$ cat src/hdl/kfmm_pkg.sv
// ----------------------------------------------------------------------------
// kfmm_pkg
// Shared types and constants for the key frequency min/max table: request and
// response payloads, sequencer states, scan results and count clipping.
// ----------------------------------------------------------------------------
package kfmm_pkg;

    // Table geometry
    localparam int KEY_SLOTS  = 256;
    localparam int COUNT_BITS = 16;
    localparam int KEY_BITS   = (KEY_SLOTS > 1) ? $clog2(KEY_SLOTS) : 1;

    typedef logic [KEY_BITS-1:0]   idx_t;
    typedef logic [COUNT_BITS-1:0] count_t;

    localparam count_t COUNT_MAX = {COUNT_BITS{1'b1}};
    localparam idx_t   IDX_LAST  = idx_t'(KEY_SLOTS - 1);

    // Operation codes
    localparam logic OP_INC = 1'b0;
    localparam logic OP_DEC = 1'b1;

    // Request payload
    typedef struct packed {
        logic       op;
        logic [7:0] key;
    } req_t;

    // Response payload
    typedef struct packed {
        logic [7:0]  max_key;
        logic [15:0] max_count;
        logic [7:0]  min_key;
        logic [15:0] min_count;
        logic        table_empty;
        logic        rejected;
    } rsp_t;

    // Sequencer states
    typedef enum logic [2:0] {
        ST_IDLE,
        ST_UPDATE,
        ST_SCAN,
        ST_DRAIN,
        ST_DONE
    } state_t;

    // Control from the sequencer to the scan unit
    typedef struct packed {
        logic clear;
        logic acc;
        idx_t idx;
    } scan_ctl_t;

    // Running extremes kept by the scan unit
    typedef struct packed {
        logic   found;
        count_t max_c;
        idx_t   max_k;
        count_t min_c;
        idx_t   min_k;
    } scan_res_t;

    // Saturate a count to the 16-bit response field
    function automatic logic [15:0] clip16(input count_t c);
        logic [31:0] w;
        w = 32'(c);
        return (w > 32'h0000_FFFF) ? 16'hFFFF : w[15:0];
    endfunction

endpackage

$ cat src/hdl/kfmm_mem.sv
// ----------------------------------------------------------------------------
// kfmm_mem
// Count store: one write port, one read port with registered read data.
// Per-entry valid bits cleared at reset make unwritten entries read as zero.
// ----------------------------------------------------------------------------
module kfmm_mem
    import kfmm_pkg::*;
(
    input  logic   clk,
    input  logic   rst_n,
    input  idx_t   rd_addr,
    output count_t rd_data,
    input  logic   wr_en,
    input  idx_t   wr_addr,
    input  count_t wr_data
);

    count_t                 mem [KEY_SLOTS];
    logic [KEY_SLOTS-1:0]   valid_reg;
    count_t                 rd_data_reg;
    logic                   rd_valid_reg;

    // Storage array, no reset
    always_ff @(posedge clk)
    begin
        if (wr_en)
        begin
            mem[wr_addr] <= wr_data;
        end
        rd_data_reg <= mem[rd_addr];
    end

    // Valid bits and read-side valid
    always_ff @(posedge clk or negedge rst_n)
    begin
        if (!rst_n)
        begin
            valid_reg    <= '0;
            rd_valid_reg <= 1'b0;
        end
        else
        begin
            if (wr_en)
            begin
                valid_reg[wr_addr] <= 1'b1;
            end
            rd_valid_reg <= valid_reg[rd_addr];
        end
    end

    assign rd_data = rd_valid_reg ? rd_data_reg : '0;

endmodule

$ cat config.mk
export PLATFORM = sky130hd
export DESIGN_NAME = kfmm_mem
export DESIGN_NICKNAME = d
export VERILOG_FILES = /design/src/hdl/kfmm_pkg.sv /design/src/hdl/kfmm_mem.sv
export SDC_FILE = /design/constraint.sdc
export NUM_CORES = 2
export LEC_CHECK = 0
export BUFFER_PORTS_ARGS = -buffer_cell sky130_fd_sc_hd__buf_2
export CAP_MARGIN = 15
export CORE_MARGIN = 2
export CORE_UTILIZATION = 50
export DETAILED_ROUTE_END_ITERATION = 7
export GPL_TIMING_DRIVEN = 0
export PLACE_DENSITY_LB_ADDON = 0.15
export SYNTH_ARGS = -nofsm -noshare
export SYNTH_HDL_FRONTEND = slang
export SYNTH_SLANG_ARGS = --single-unit
$ cat constraint.sdc
create_clock -name clk -period 1.9 [get_ports clk]
set_input_delay 0.38 -clock clk [delete_from_list [all_inputs] [get_ports clk]]
set_output_delay 0.38 -clock clk [all_outputs]
set_load 0.01 [all_outputs]
# Word-level counts from Yosys, hierarchy flattened
# Memories as Yosys holds them, arrays and structs flattened. A register that Yosys moved wholly into a read port is not among the register bits.
# Cells that the tools add are included.
# op_classes
magnitude_cmp	3
muxes	7
n_bitwise	1
reduce_logical	1
# op_table
op	count
256-bit OR	1
8-bit by 9-bit less-than comparator with 1-bit output, second input constant	2
16-bit two-way mux	1
1-bit binary-select mux with 8-bit select	1
1-bit demux with 8-bit select	1
8-bit by 1-bit greater-or-equal comparator with 1-bit output, second input constant	1
1-bit two-way mux	4
1-bit logical AND	1
# word_totals
register_bits	257
mem_bits_rw	4096
inputBits	35
elab_cells	15
n_memories	1
# mem_list
memory	depth	word_bits	rd	rd_clocked_by_memory_dff	write_ports	line_no	source
mem	256	16	1	1	1	kfmm_mem.sv:18	count_t mem [KEY_SLOTS];

# Depth between registers and ports, before layout
# depth
depth_word	5
ltp_mapped	13
ltp_nobuf	7

# Least setup slack after synthesis
# OpenSTA, ideal clock, no wires.
# synth_timing
kind	input-to-reg
startpoint	input wr_addr[1]
endpoint	memory mem[238][0] in the netlist's numbering, enable pin
setup_ns	0.389
arrival_time_ns	2.175
t_required_ns	1.511
setup_slack_ns	-0.664
stages	6
path_buffers	3
path_cell_list	clkbuf_1 nor2b_1 clkbuf_1 nand4_1 clkbuf_1 nor2_1
# synth_lines
item	line_no	source
start: declaration	kfmm_mem.sv:14	input idx_t wr_addr,
end: declaration	kfmm_mem.sv:18	
# Straight into the memory's write port.

==> impl_results.md <==
* Initial Utilization at 50.20%
* Sw power at about 48 mW
* Final estimated routing congestion in global placement at 1.019
* H-tree Lvls at 5
* Post-DP HPWL at 391100 µm
* Die Wd at 585.1 µm
* Hold slack at -0.02159 ns
* Reg power frac at between 50% and 60%
* Placed instance count at 12800
* #FFs+latches synth at 4369
* Async set-reset flop share out of synthesis at between 5 and 6%
* Measured slew at the worst slew-check pin at 1.239 ns
* Clock-pin transition on the worst setup and hold timing paths at around 0.06 ns
* Io pins at 51
* Critical-path top delay cell: a2111oi_4
* Util after Layout at 60.29%
* Hold Vio Cnt, Final at 12
* Synth cell types at 54
* Post-synth top area share at 72.86%
* Mapped cell area at 168800 µm²
* Worst VDD drop at 0.9473 mV
* CP max stage delay at slightly above 0.7 ns
* Avg WL per Cell at 41.93 µm
* CP Data Required Time at 2.75 ns
* Setup Skew at 0.05041 ns
* Pre-antenna DRT Iters at 6
* Clock group share of total power at 41.9%
* Antenna-violating nets left at 0
* Synth Area in Simple Gates at between 3 and 4%
* Clock buffer depth at 4
* Max-slew violation count at 0
* Max Freq at between 300 and 400 MHz
* Startpoint types: primary input
* Final-report setup violation count at 400
* Relative slew slack at 16.25%
* Non-Filler Instances at between 10000 and 15000
* Max-Cap Viols at 0
* Initial DRC Count at 15530
* Worst reg2reg endpoint: rd_data_reg[9]
* Worst R2R Start: mem[122][9]
* Vias per Instance at between 6 and 7
* Vias at 93740
* RSZ-0062 raised after global routing: true
* Top cells by count, synth: edfxtp_1, mux4_2, mux2i_1
* First-pass GRT wire length at 776700 µm
* Kind of critical path: in2reg
* CTS sink cnt at around 4400
* Syn avg cell area at 20.85 µm²
* Combinational power share at under 10%
* Post-route DRC at 0
* Drt total wl at 585200 µm
* Placeable Area at 336300 µm²
* Initial antenna violation count at 40
* Post-synthesis adder-cell area fraction at 0%
* Die H at 585.1 µm
* Crit-path cells: buf_2 > buf_2 > inv_4 > buf_6 > buf_4 > clkbuf_4 > mux2i_1 > o22ai_1 > a2111oi_4 > nor4_4
* Synth warnings at 0
* Share of cells above drive strength 1 at 35.03%
* Largest net degree at the start of global routing at around 160
* Number of port buffers at 43
* Synth area leaders: edfxtp_1, mux4_2, dfrtp_1
* Grt ovf at 0
* Worst Setup End Kind: flip-flop
* Clock latency on the worst-skew pair at 1.01 ns
* Post-synth EDFFs at roughly 4100
* Status: complete, but fails checks
* Min Tclk post-route at 2.831 ns
* Crit Path Max Fanout at 10
* Critical Path Most Common Cell: buf_2
* Root Driver: clkbuf_16
* Failing checks: hold timing, setup timing
* Max FFs per register at ~4100
* # rows at roughly 210
* P_int at 160.4 mW
* Worst Reg-to-Reg Cells at 8
* Largest family of logic cells by synthesized area: multiplexers
* Synthesis-to-finish area growth at 20.12%
* NumNets Final at between 9000 and 10000
* Sequential area share after synthesis at 76.85%
* Post-Synth XOR/XNOR Area at 0%
* Dpl ws at -4.190 ns
* Compound-cell area share of the yosys netlist at 2.980%
* Syn_nets at between 8000 and 9000
* Min-Delay Path Class: in2async
* Die area at 342300 µm²
* Count leader, synth: edfxtp_1
* Leak pwr at between 60 and 70 nW
* Final setup TNS at -32.86 ns
* Cts bufs inserted at 441
* Number of global-route vias before repair at 89420
* Post-Syn Instances at between 8000 and 9000
* R2r setup slk at -0.91 ns
* GRT Util Overall at 34.02%
* Switch share at 22.88%
* Pwr/cell area at 1026 nW/µm²
* Multiplexer share of the synthesized area at 15.40%
* Top flip-flop cell by instance count after synthesis: edfxtp_1
* Fin crit share at 149.0%
* Setup WS post-layout at -0.9305 ns
* Biggest area consumer among synthesized cells: edfxtp_1
* Data arrival, critical path at 3.68 ns
* CTS tree: yes
area by class of cell:
type                            count  area (µm²)
Tap cell                         4515        5649
Buffer                            468        4722
Clock buffer                      585       11990
Fill cell                       23610      133500
Multi-Input combinational cell   3256       40470
Inverter                            3       17.52
Antenna cell                       18       45.04
Sequential cell                  4369      129800
Timing Repair Buffer              504        7735
Clock inverter                    241        2411
per-stage QoR:
step | hold slack, ns | area [µm²] | total power [mW]
2_1_floorplan | 0.08441 | 170800 | 114.0
3_3_place_gp | 0.4443 | 176700 | 120.7
3_5_place_dp | 0.3537 | 180000 | 121.0
4_1_cts | -0.1184 | 200500 | 207.5
5_1_grt | 0.004465 | 202800 | 212.1
6_report | -0.02159 | 202800 | 208.0
cells by family (layout without fill, tap and decap cells):
family	Yosys count	after routing
muxes	1496	1496
and+or+nand+nor	1035	1035
buffers and inverters	473	1801
DFF	4369	4369
AOI/OAI and AO/OA	725	725
other	0	18
worst max path at each step:
stage / startpoint / to / slack (ns) / depth (start not counted)
2_1_floorplan: rd_addr[0] / rd_valid_reg / -0.47 / 9
3_3_place_gp: rst_n / valid_reg[70] / -5.87 / 1
3_5_place_dp: rd_addr[4] / rd_data_reg[9] / -4.19 / 9
4_1_cts: mem[187][12] / rd_data_reg[12] / -0.95 / 6
5_1_grt: mem[159][6] / rd_data_reg[6] / -0.91 / 8
6_report: rd_addr[3] / rd_data_reg[12] / -0.93 / 10
layer usage:
metal / vias to the layer above / track usage (%) / share of wire, %
met5: - / 0 / 0.030
met4: 16 / 20.62 / 7.2
met3: 1406 / 9.793 / 13
met2: 6631 / 49.99 / 44
met1: 49940 / 45.30 / 36
li1: 35740 / - / -
worst max-delay path, delay by kind of cell:
| kind | cells | cell delay [ns] |
|---|---|---|
| simple gates | 1 | 0.15 |
| compound gates | 2 | 0.97 |
| buf+inv | 6 | 1.70 |
| mux | 1 | 0.41 |
placed cells by master, fill, tap and decap left out, types with 19 or more instances in the layout:
master	netlist	routed
edfxtp_1	4096	4096
nor2_1	364	89
bufinv_16	0	37
or2_2	262	262
buf_4	40	193
nand2_1	60	48
o211ai_1	19	19
mux2_2	23	22
clkbuf_16	0	446
a21oi_2	0	19
buf_2	70	49
buf_12	7	208
a22oi_1	73	68
o22ai_2	0	46
nor3_2	0	24
nor4_1	41	19
a221oi_1	55	26
clkinvlp_4	0	19
clkinv_2	0	79
clkbuf_1	231	145
mux4_2	879	879
o221ai_1	86	75
o22ai_1	243	182
buf_16	0	75
nand4_1	26	26
buf_8	15	119
clkbuf_4	0	60
a22o_1	32	30
clkbuf_2	0	75
nor2_2	0	49
buf_6	71	91
nor2_4	0	226
clkbuf_8	0	70
clkinv_1	0	77
a21oi_1	118	99
nor3_1	163	122
dfrtp_1	257	256
mux2i_1	594	578
power by group through the flow:
stage / clock network, mW / registers [mW] / logic (mW)
3_3_place_gp: 0 / 109 / 12.1
6_report: 87.2 / 106 / 14.6
4_1_cts: 87.6 / 106 / 13.8
3_5_place_dp: 0 / 108 / 12.7
2_1_floorplan: 0 / 108 / 5.93
5_1_grt: 91.1 / 106 / 14.7
what timing repair did:
action / CTS / global route
gates cloned: 1 / 1
hold buffers: 18 / 3
setup endpoints to repair: 3710 / 753
hold endpoints to repair: 904 / 24
pin swaps: 154 / 71
setup buffers: 191 / 100
resized for setup: 733 / 247
Note: power is estimated with default switching activity, not from simulation.
