<file path="src/hdl/kfmm_pkg.sv">
// ----------------------------------------------------------------------------
// kfmm_pkg
// Shared types and constants for the key frequency min/max table: request and
// response payloads, sequencer states, scan results and count clipping.
// ----------------------------------------------------------------------------
package kfmm_pkg;

    // Table geometry
    localparam int KEY_SLOTS  = 256;
    localparam int COUNT_BITS = 16;
    localparam int KEY_BITS   = (KEY_SLOTS > 1) ? $clog2(KEY_SLOTS) : 1;

    typedef logic [KEY_BITS-1:0]   idx_t;
    typedef logic [COUNT_BITS-1:0] count_t;

    localparam count_t COUNT_MAX = {COUNT_BITS{1'b1}};
    localparam idx_t   IDX_LAST  = idx_t'(KEY_SLOTS - 1);

    // Operation codes
    localparam logic OP_INC = 1'b0;
    localparam logic OP_DEC = 1'b1;

    // Request payload
    typedef struct packed {
        logic       op;
        logic [7:0] key;
    } req_t;

    // Response payload
    typedef struct packed {
        logic [7:0]  max_key;
        logic [15:0] max_count;
        logic [7:0]  min_key;
        logic [15:0] min_count;
        logic        table_empty;
        logic        rejected;
    } rsp_t;

    // Sequencer states
    typedef enum logic [2:0] {
        ST_IDLE,
        ST_UPDATE,
        ST_SCAN,
        ST_DRAIN,
        ST_DONE
    } state_t;

    // Control from the sequencer to the scan unit
    typedef struct packed {
        logic clear;
        logic acc;
        idx_t idx;
    } scan_ctl_t;

    // Running extremes kept by the scan unit
    typedef struct packed {
        logic   found;
        count_t max_c;
        idx_t   max_k;
        count_t min_c;
        idx_t   min_k;
    } scan_res_t;

    // Saturate a count to the 16-bit response field
    function automatic logic [15:0] clip16(input count_t c);
        logic [31:0] w;
        w = 32'(c);
        return (w > 32'h0000_FFFF) ? 16'hFFFF : w[15:0];
    endfunction

endpackage

</file>
<file path="src/hdl/kfmm_scan.sv">
// ----------------------------------------------------------------------------
// kfmm_scan
// Running max/min tracker fed one count per cycle in ascending key order.
// Strict compares keep the lowest key id on ties; zero counts are skipped.
// ----------------------------------------------------------------------------
module kfmm_scan
    import kfmm_pkg::*;
(
    input  logic      clk,
    input  logic      rst_n,
    input  scan_ctl_t ctl,
    input  count_t    count,
    output scan_res_t res
);

    scan_res_t res_reg;
    scan_res_t res_next;

    // Next extremes
    always_comb
    begin
        res_next = res_reg;
        if (ctl.clear)
        begin
            res_next = '0;
        end
        else if (ctl.acc && (count != '0))
        begin
            if (!res_reg.found)
            begin
                res_next.found = 1'b1;
                res_next.max_c = count;
                res_next.max_k = ctl.idx;
                res_next.min_c = count;
                res_next.min_k = ctl.idx;
            end
            else
            begin
                if (count > res_reg.max_c)
                begin
                    res_next.max_c = count;
                    res_next.max_k = ctl.idx;
                end
                if (count < res_reg.min_c)
                begin
                    res_next.min_c = count;
                    res_next.min_k = ctl.idx;
                end
            end
        end
    end

    always_ff @(posedge clk or negedge rst_n)
    begin
        if (!rst_n)
        begin
            res_reg <= '0;
        end
        else
        begin
            res_reg <= res_next;
        end
    end

    assign res = res_reg;

endmodule

</file>
<file path="config.mk">
export PLATFORM = sky130hd
export DESIGN_NAME = kfmm_scan
export DESIGN_NICKNAME = d
export VERILOG_FILES = /design/src/hdl/kfmm_pkg.sv /design/src/hdl/kfmm_scan.sv
export SDC_FILE = /design/constraint.sdc
export NUM_CORES = 1
export LEC_CHECK = 0
export BUFFER_PORTS_ARGS = -buffer_cell sky130_fd_sc_hd__buf_4
export CAP_MARGIN = 10
export CORE_MARGIN = 1
export CORE_UTILIZATION = 48
export DETAILED_ROUTE_END_ITERATION = 6
export PLACE_DENSITY = 0.82
export SYNTH_ARGS = -nofsm -noshare
export SYNTH_HDL_FRONTEND = slang
export SYNTH_SLANG_ARGS = --single-unit
export TNS_END_PERCENT = 30
</file>
<file path="constraint.sdc">
create_clock -name clk -period 2 [get_ports clk]
set_clock_uncertainty 0.05 [all_clocks]
set_input_delay 0.1 -clock clk [delete_from_list [all_inputs] [get_ports clk]]
set_output_delay 0.1 -clock clk [all_outputs]
set_load 0.02 [all_outputs]
</file>
=== After elaboration in Yosys (flattened, before gate mapping) ===
Index checks and enable logic that the tools add are counted.

* Logic and storage cells: 19
* Register bits: 49
* Output and inout bits: 49
* Input port bits: 28

* Equality and inequality tests: 2
* Multiplexer cells: 5
* Magnitude comparators: 2
* Reduce and logical (&&, ||, !) cells: 5

{| class="wikitable"
|+ Operator list
! operator !! number
|-
| 49-bit two-way mux || 2
|-
| 24-bit two-way mux || 2
|-
| 48-bit two-way mux || 1
|-
| 16-bit > comparator || 1
|-
| 16-bit < comparator || 1
|-
| 16-bit nonzero test || 1
|-
| 3-bit by 2-bit inequality test with 1-bit output, second input constant || 2
|-
| 2-bit AND reduction || 2
|-
| 2-bit nonzero test || 1
|-
| 1-bit logical AND || 1
|}

=== Depth between registers and ports, before layout ===
* Depth in word-level cells: 5
* Depth in mapped cells: 10
* Gate-level depth less buffers: 8

=== Worst setup path after synthesis ===
No wires, ideal clock.

* Path kind: flip-flop to flip-flop
* From: register res_reg, in the netlist res[21]
* To: register res_reg, in the netlist res[0]
* Path slack: -0.360 ns
* Buffers on the path: 1
* Arrival time: 2.179 ns
* Data required time: 1.818 ns
* Clock period less this slack: 2.360 ns
* Library setup time: 0.132 ns
* Stages on the path, launching flop included: 10
* Path through: dfrtp_1 -> inv_1 -> ha_1 -> a211oi_2 -> nor2_1 -> a2111o_1 -> a221oi_4 -> buf_12 -> mux2i_1 -> nor2_1

* Longest elaborated chain between the ends: 3

{| class="wikitable"
|+ Ends and longest elaborated chain
! what !! line !! source
|-
| start, declared || kfmm_scan.sv:16 || <nowiki>scan_res_t res_reg;</nowiki>
|-
| start signal, assigned || kfmm_scan.sv:61 || <nowiki>res_reg <= res_next;</nowiki>
|-
| 16-bit < comparator || kfmm_scan.sv:44 || <nowiki>if (count < res_reg.min_c)</nowiki>
|-
| 3-bit by 2-bit inequality test with 1-bit output (no source line) || -- ||
|-
| 2-bit AND reduction (no source line) || -- ||
|}

Every way passes these cells.
A chain may end at the register's enable or synchronous reset.

=== Worst setup path in the final report ===
* From: register res_reg, in the netlist res[19]
* To: register res_reg, in the netlist res[2]

The elaborated chain is that of the path after synthesis.

==> summary.md <==
| Metric | Value |
|---|---|
| TritonCTS clock tree | `done` |
| Overflow left after global routing | `0` |
| Critical-path cell with the highest stage delay | `sky130_fd_sc_hd__a2111o_1` |
| Failing checks | `setup timing` |
| Worst-margin pin slew | `0.6305 ns` |
| Maximum buffer depth of the clock tree | `2` |
| Outcome | `complete, but fails checks` |
| Worst hold path type | `input port to flip-flop` |
| Most common cell after layout, fill and taps aside | `sky130_fd_sc_hd__buf_4` |
| Max-cap violation count | `0` |
| DRC errors left | `0` |
| Hold violation total from the final report | `0` |
| First-pass GRT wire length | `12.23 mm` |
| Initial antenna violation count | `0` |
| Placeable core area | `5886 um2` |
| Global-route usage over all layers | `24.85%` |
| Horizontal extent of the die | `80.02 um` |
| Maximum clock frequency | `412.5 MHz` |
| Cell count after synthesis | `276` |
| Detail Route Antenna Nets | `0` |
| Total power density per cell area | `618.0 nW/um2` |
| Count of buffers from port buffering | `76` |
| Total Die Area | `6402 um2` |
| Layout cell share with drive strength beyond 1 | `53.21%` |
| Setup violators final | `48` |
| Shortest clock period the worst path allows after layout | `2.424 ns` |
| Total power | `0.002739 W` |
| Relative area change from synthesis to final layout | `51.69%` |
| Starting Density | `49.64%` |
| Tcrit/Tclk final | `121.2%` |
| Startpoint kind of the worst setup timing path | `flip-flop` |
| Vias in the first global route | `2655` |
| Number of iterations in the first detailed-routing pass | `4` |
| Weighted congestion reported at the end of routability-driven placement | `0.7808` |
| Sink Count | `49` |
| Synth async-reset ratio | `100.0%` |
| Flip-flop count of the largest register after layout | `49` |
| Avg Inst Size Synth | `10.59 um2` |
| Most common cell type on the critical path | `sky130_fd_sc_hd__buf_12` |
| Die H | `80.02 um` |
| Cell variety after synth | `35` |
| Required time reported for the critical path endpoint | `2.13 ns` |
| Average wire per standard cell | `15.68 um` |
| Core utilization of the finished layout | `75.30%` |
| Crit path arrival time | `2.55 ns` |
| DRC violation total after the first TritonRoute iteration | `94` |
| Cell Count Post-Placement | `472` |
| Worst path cell trace | `inv_2 -> ha_4 -> a21oi_2 -> o21ai_2 -> a2111o_1 -> a221oi_4 -> buf_12 -> buf_12 -> mux2i_2 -> nor2_1` |
| Drt via density | `5.157` |
| Number of buffers added by the clock tree synthesis step | `5` |
| Stage delay of the slowest cell on the critical path | `0.44 ns` |
| Number of top-level design ports | `77` |
| Synthesized flop and latch total | `49` |
| Pin count of the biggest net entering global routing | `51` |
| HPWL after DPL | `5.194 mm` |
| Final Net Count | `479` |
| Post-CTS clock slew at the launch and capture registers of the worst setup and hold paths | `0.09 ns` |
| Leakage | `2.217 nW` |
| Post-synthesis cell area | `2922 um2` |
| Total number of H-tree levels | `2` |
| Maximum fanout along the worst path | `7` |
| Post-synth EDFFs | `0` |
| Sequential cell area fraction in the yosys report | `41.97%` |
| Total vias in the final route | `2558` |
| Synth Warn # | `0` |
| Multi-input gate area | `1705 um2` |
| Final wirelength | `7.775 mm` |
| Commonest register cell after synthesis | `sky130_fd_sc_hd__dfrtp_1` |
| Nets in the synthesized netlist | `335` |
| Final Slew Violations | `0` |
| Slew Limit Headroom | `57.97%` |
| Crit end category | `flip-flop` |
| Post-layout instance count excluding filler cells | `496` |
| Antenna fix cells | `0` |
| Critical path class | `flip-flop to flip-flop` |
| Sequential Area | `1245 um2` |
| Commonest non-fill, non-tap cells in the layout | `sky130_fd_sc_hd__buf_4 (137), sky130_fd_sc_hd__dfrtp_1 (34), sky130_fd_sc_hd__inv_1 (24)` |
| Site row count | `28` |
| Worst-case setup margin in the final layout | `-0.4244 ns` |
| Layout filler cell count | `398` |
| Root Driver | `sky130_fd_sc_hd__clkbuf_8` |
| Setup repair after global routing missed its margin | `true` |
| Largest voltage drop on the vdd net | `0.3688 mV` |
| Clock latency of the later-clocked register in the worst-skew pair | `0.31 ns` |
-- stage by stage --
stage	hold slack (ns)	TNS, ns	cell area [um2]	worst slack, ns
after floorplan	-0.2456	-9.701	3080	-0.2392
after global placement	0.1110	-9.697	4065	-0.2966
after global routing	0.02060	-20.14	4432	-0.4979
final	0.004111	-16.38	4432	-0.4244
after detailed placement	0.1184	-11.94	4065	-0.3557
after CTS	0.001965	-13.36	4333	-0.3488
-- layer usage --
layer	vias to the layer above	GRT usage (%)	share of wire, %
li1	1244	-	-
met1	1215	31.95	44
met2	84	41.97	48
met3	15	5.029	5.1
met4	0	7.500	2.1
met5	-	0	0
-- cell usage after synthesis (5+ instances only) --
| cell | n | area share [%] |
|---|---|---|
| sky130_fd_sc_hd__nor4_1 | 5 | 1.1 |
| sky130_fd_sc_hd__clkbuf_1 | 5 | 0.64 |
| sky130_fd_sc_hd__inv_1 | 35 | 4.5 |
| sky130_fd_sc_hd__nand2_1 | 22 | 2.8 |
| sky130_fd_sc_hd__mux2_1 | 23 | 8.9 |
| sky130_fd_sc_hd__mux2i_1 | 11 | 3.8 |
| sky130_fd_sc_hd__dfrtp_1 | 49 | 42 |
| sky130_fd_sc_hd__ha_1 | 31 | 13 |
| sky130_fd_sc_hd__o31ai_1 | 14 | 3.6 |
| sky130_fd_sc_hd__nor2b_1 | 9 | 1.9 |
| sky130_fd_sc_hd__a21oi_1 | 11 | 1.9 |
| sky130_fd_sc_hd__and2b_1 | 13 | 3.3 |
| sky130_fd_sc_hd__nor2_1 | 13 | 1.7 |
| sky130_fd_sc_hd__nand4_1 | 5 | 1.1 |
-- logic make-up (layout without fill, tap and decap cells) --
logic type / count (synthesis) / in the layout / share of synthesized area, %
flip-flops: 49 / 49 / 41.97
adder cells (fa/ha/maj): 31 / 31 / 13.28
AO/OA/AOI/OAI: 43 / 43 / 10.84
AND/OR/NAND/NOR: 73 / 73 / 13.19
multiplexers: 34 / 34 / 12.63
buffers and inverters: 46 / 191 / 8.094
-- report_power, final --
| part | switching, W | internal, W |
|---|---|---|
| Sequential | 0.0000512 | 0.00107 |
| Combinational | 0.000488 | 0.000514 |
| Clock | 0.000327 | 0.000283 |
| Total | 0.000867 | 0.00187 |
-- worst paths after layout --
kind | startpoint | end | slack [ns] | cells after the start
max | res[19] | res[2] | -0.42 | 10
min | ctl[0] | res[0] | 0.004 | 3
min in group asynchronous | rst_n | res[16] | 0.30 | 2
max reg2reg | res[19] | res[2] | -0.42 | 10
max in group asynchronous | rst_n | res[18] | 1.14 | 2
min reg2reg | res[31] | res[31] | 0.47 | 1
-- final cells by class --
class	count	area share [%]
Tap cell	75	2.117
Sequential cell	49	28.09
Clock buffer	8	2.033
Timing Repair Buffer	148	26.31
Inverter	35	2.964
Multi-Input combinational cell	181	38.48
-- critical path: cells and delay by family (launching register included) --
family | cells | cell delay [ns]
compound gates | 4 | 0.97
fa+ha+maj | 1 | 0.21
buf+inv | 3 | 0.35
mux | 1 | 0.22
simple gates | 1 | 0.06
flops | 1 | 0.42
-- repair_timing --
action	in CTS	in global routing
setup endpoints to repair	48	48
pin swaps	4	7
buffers inserted	7	5
hold endpoints to repair	51	0
gates resized for setup	21	16
hold buffers	3	0
cloned	1	0
Power figures use the tool's default switching activity.
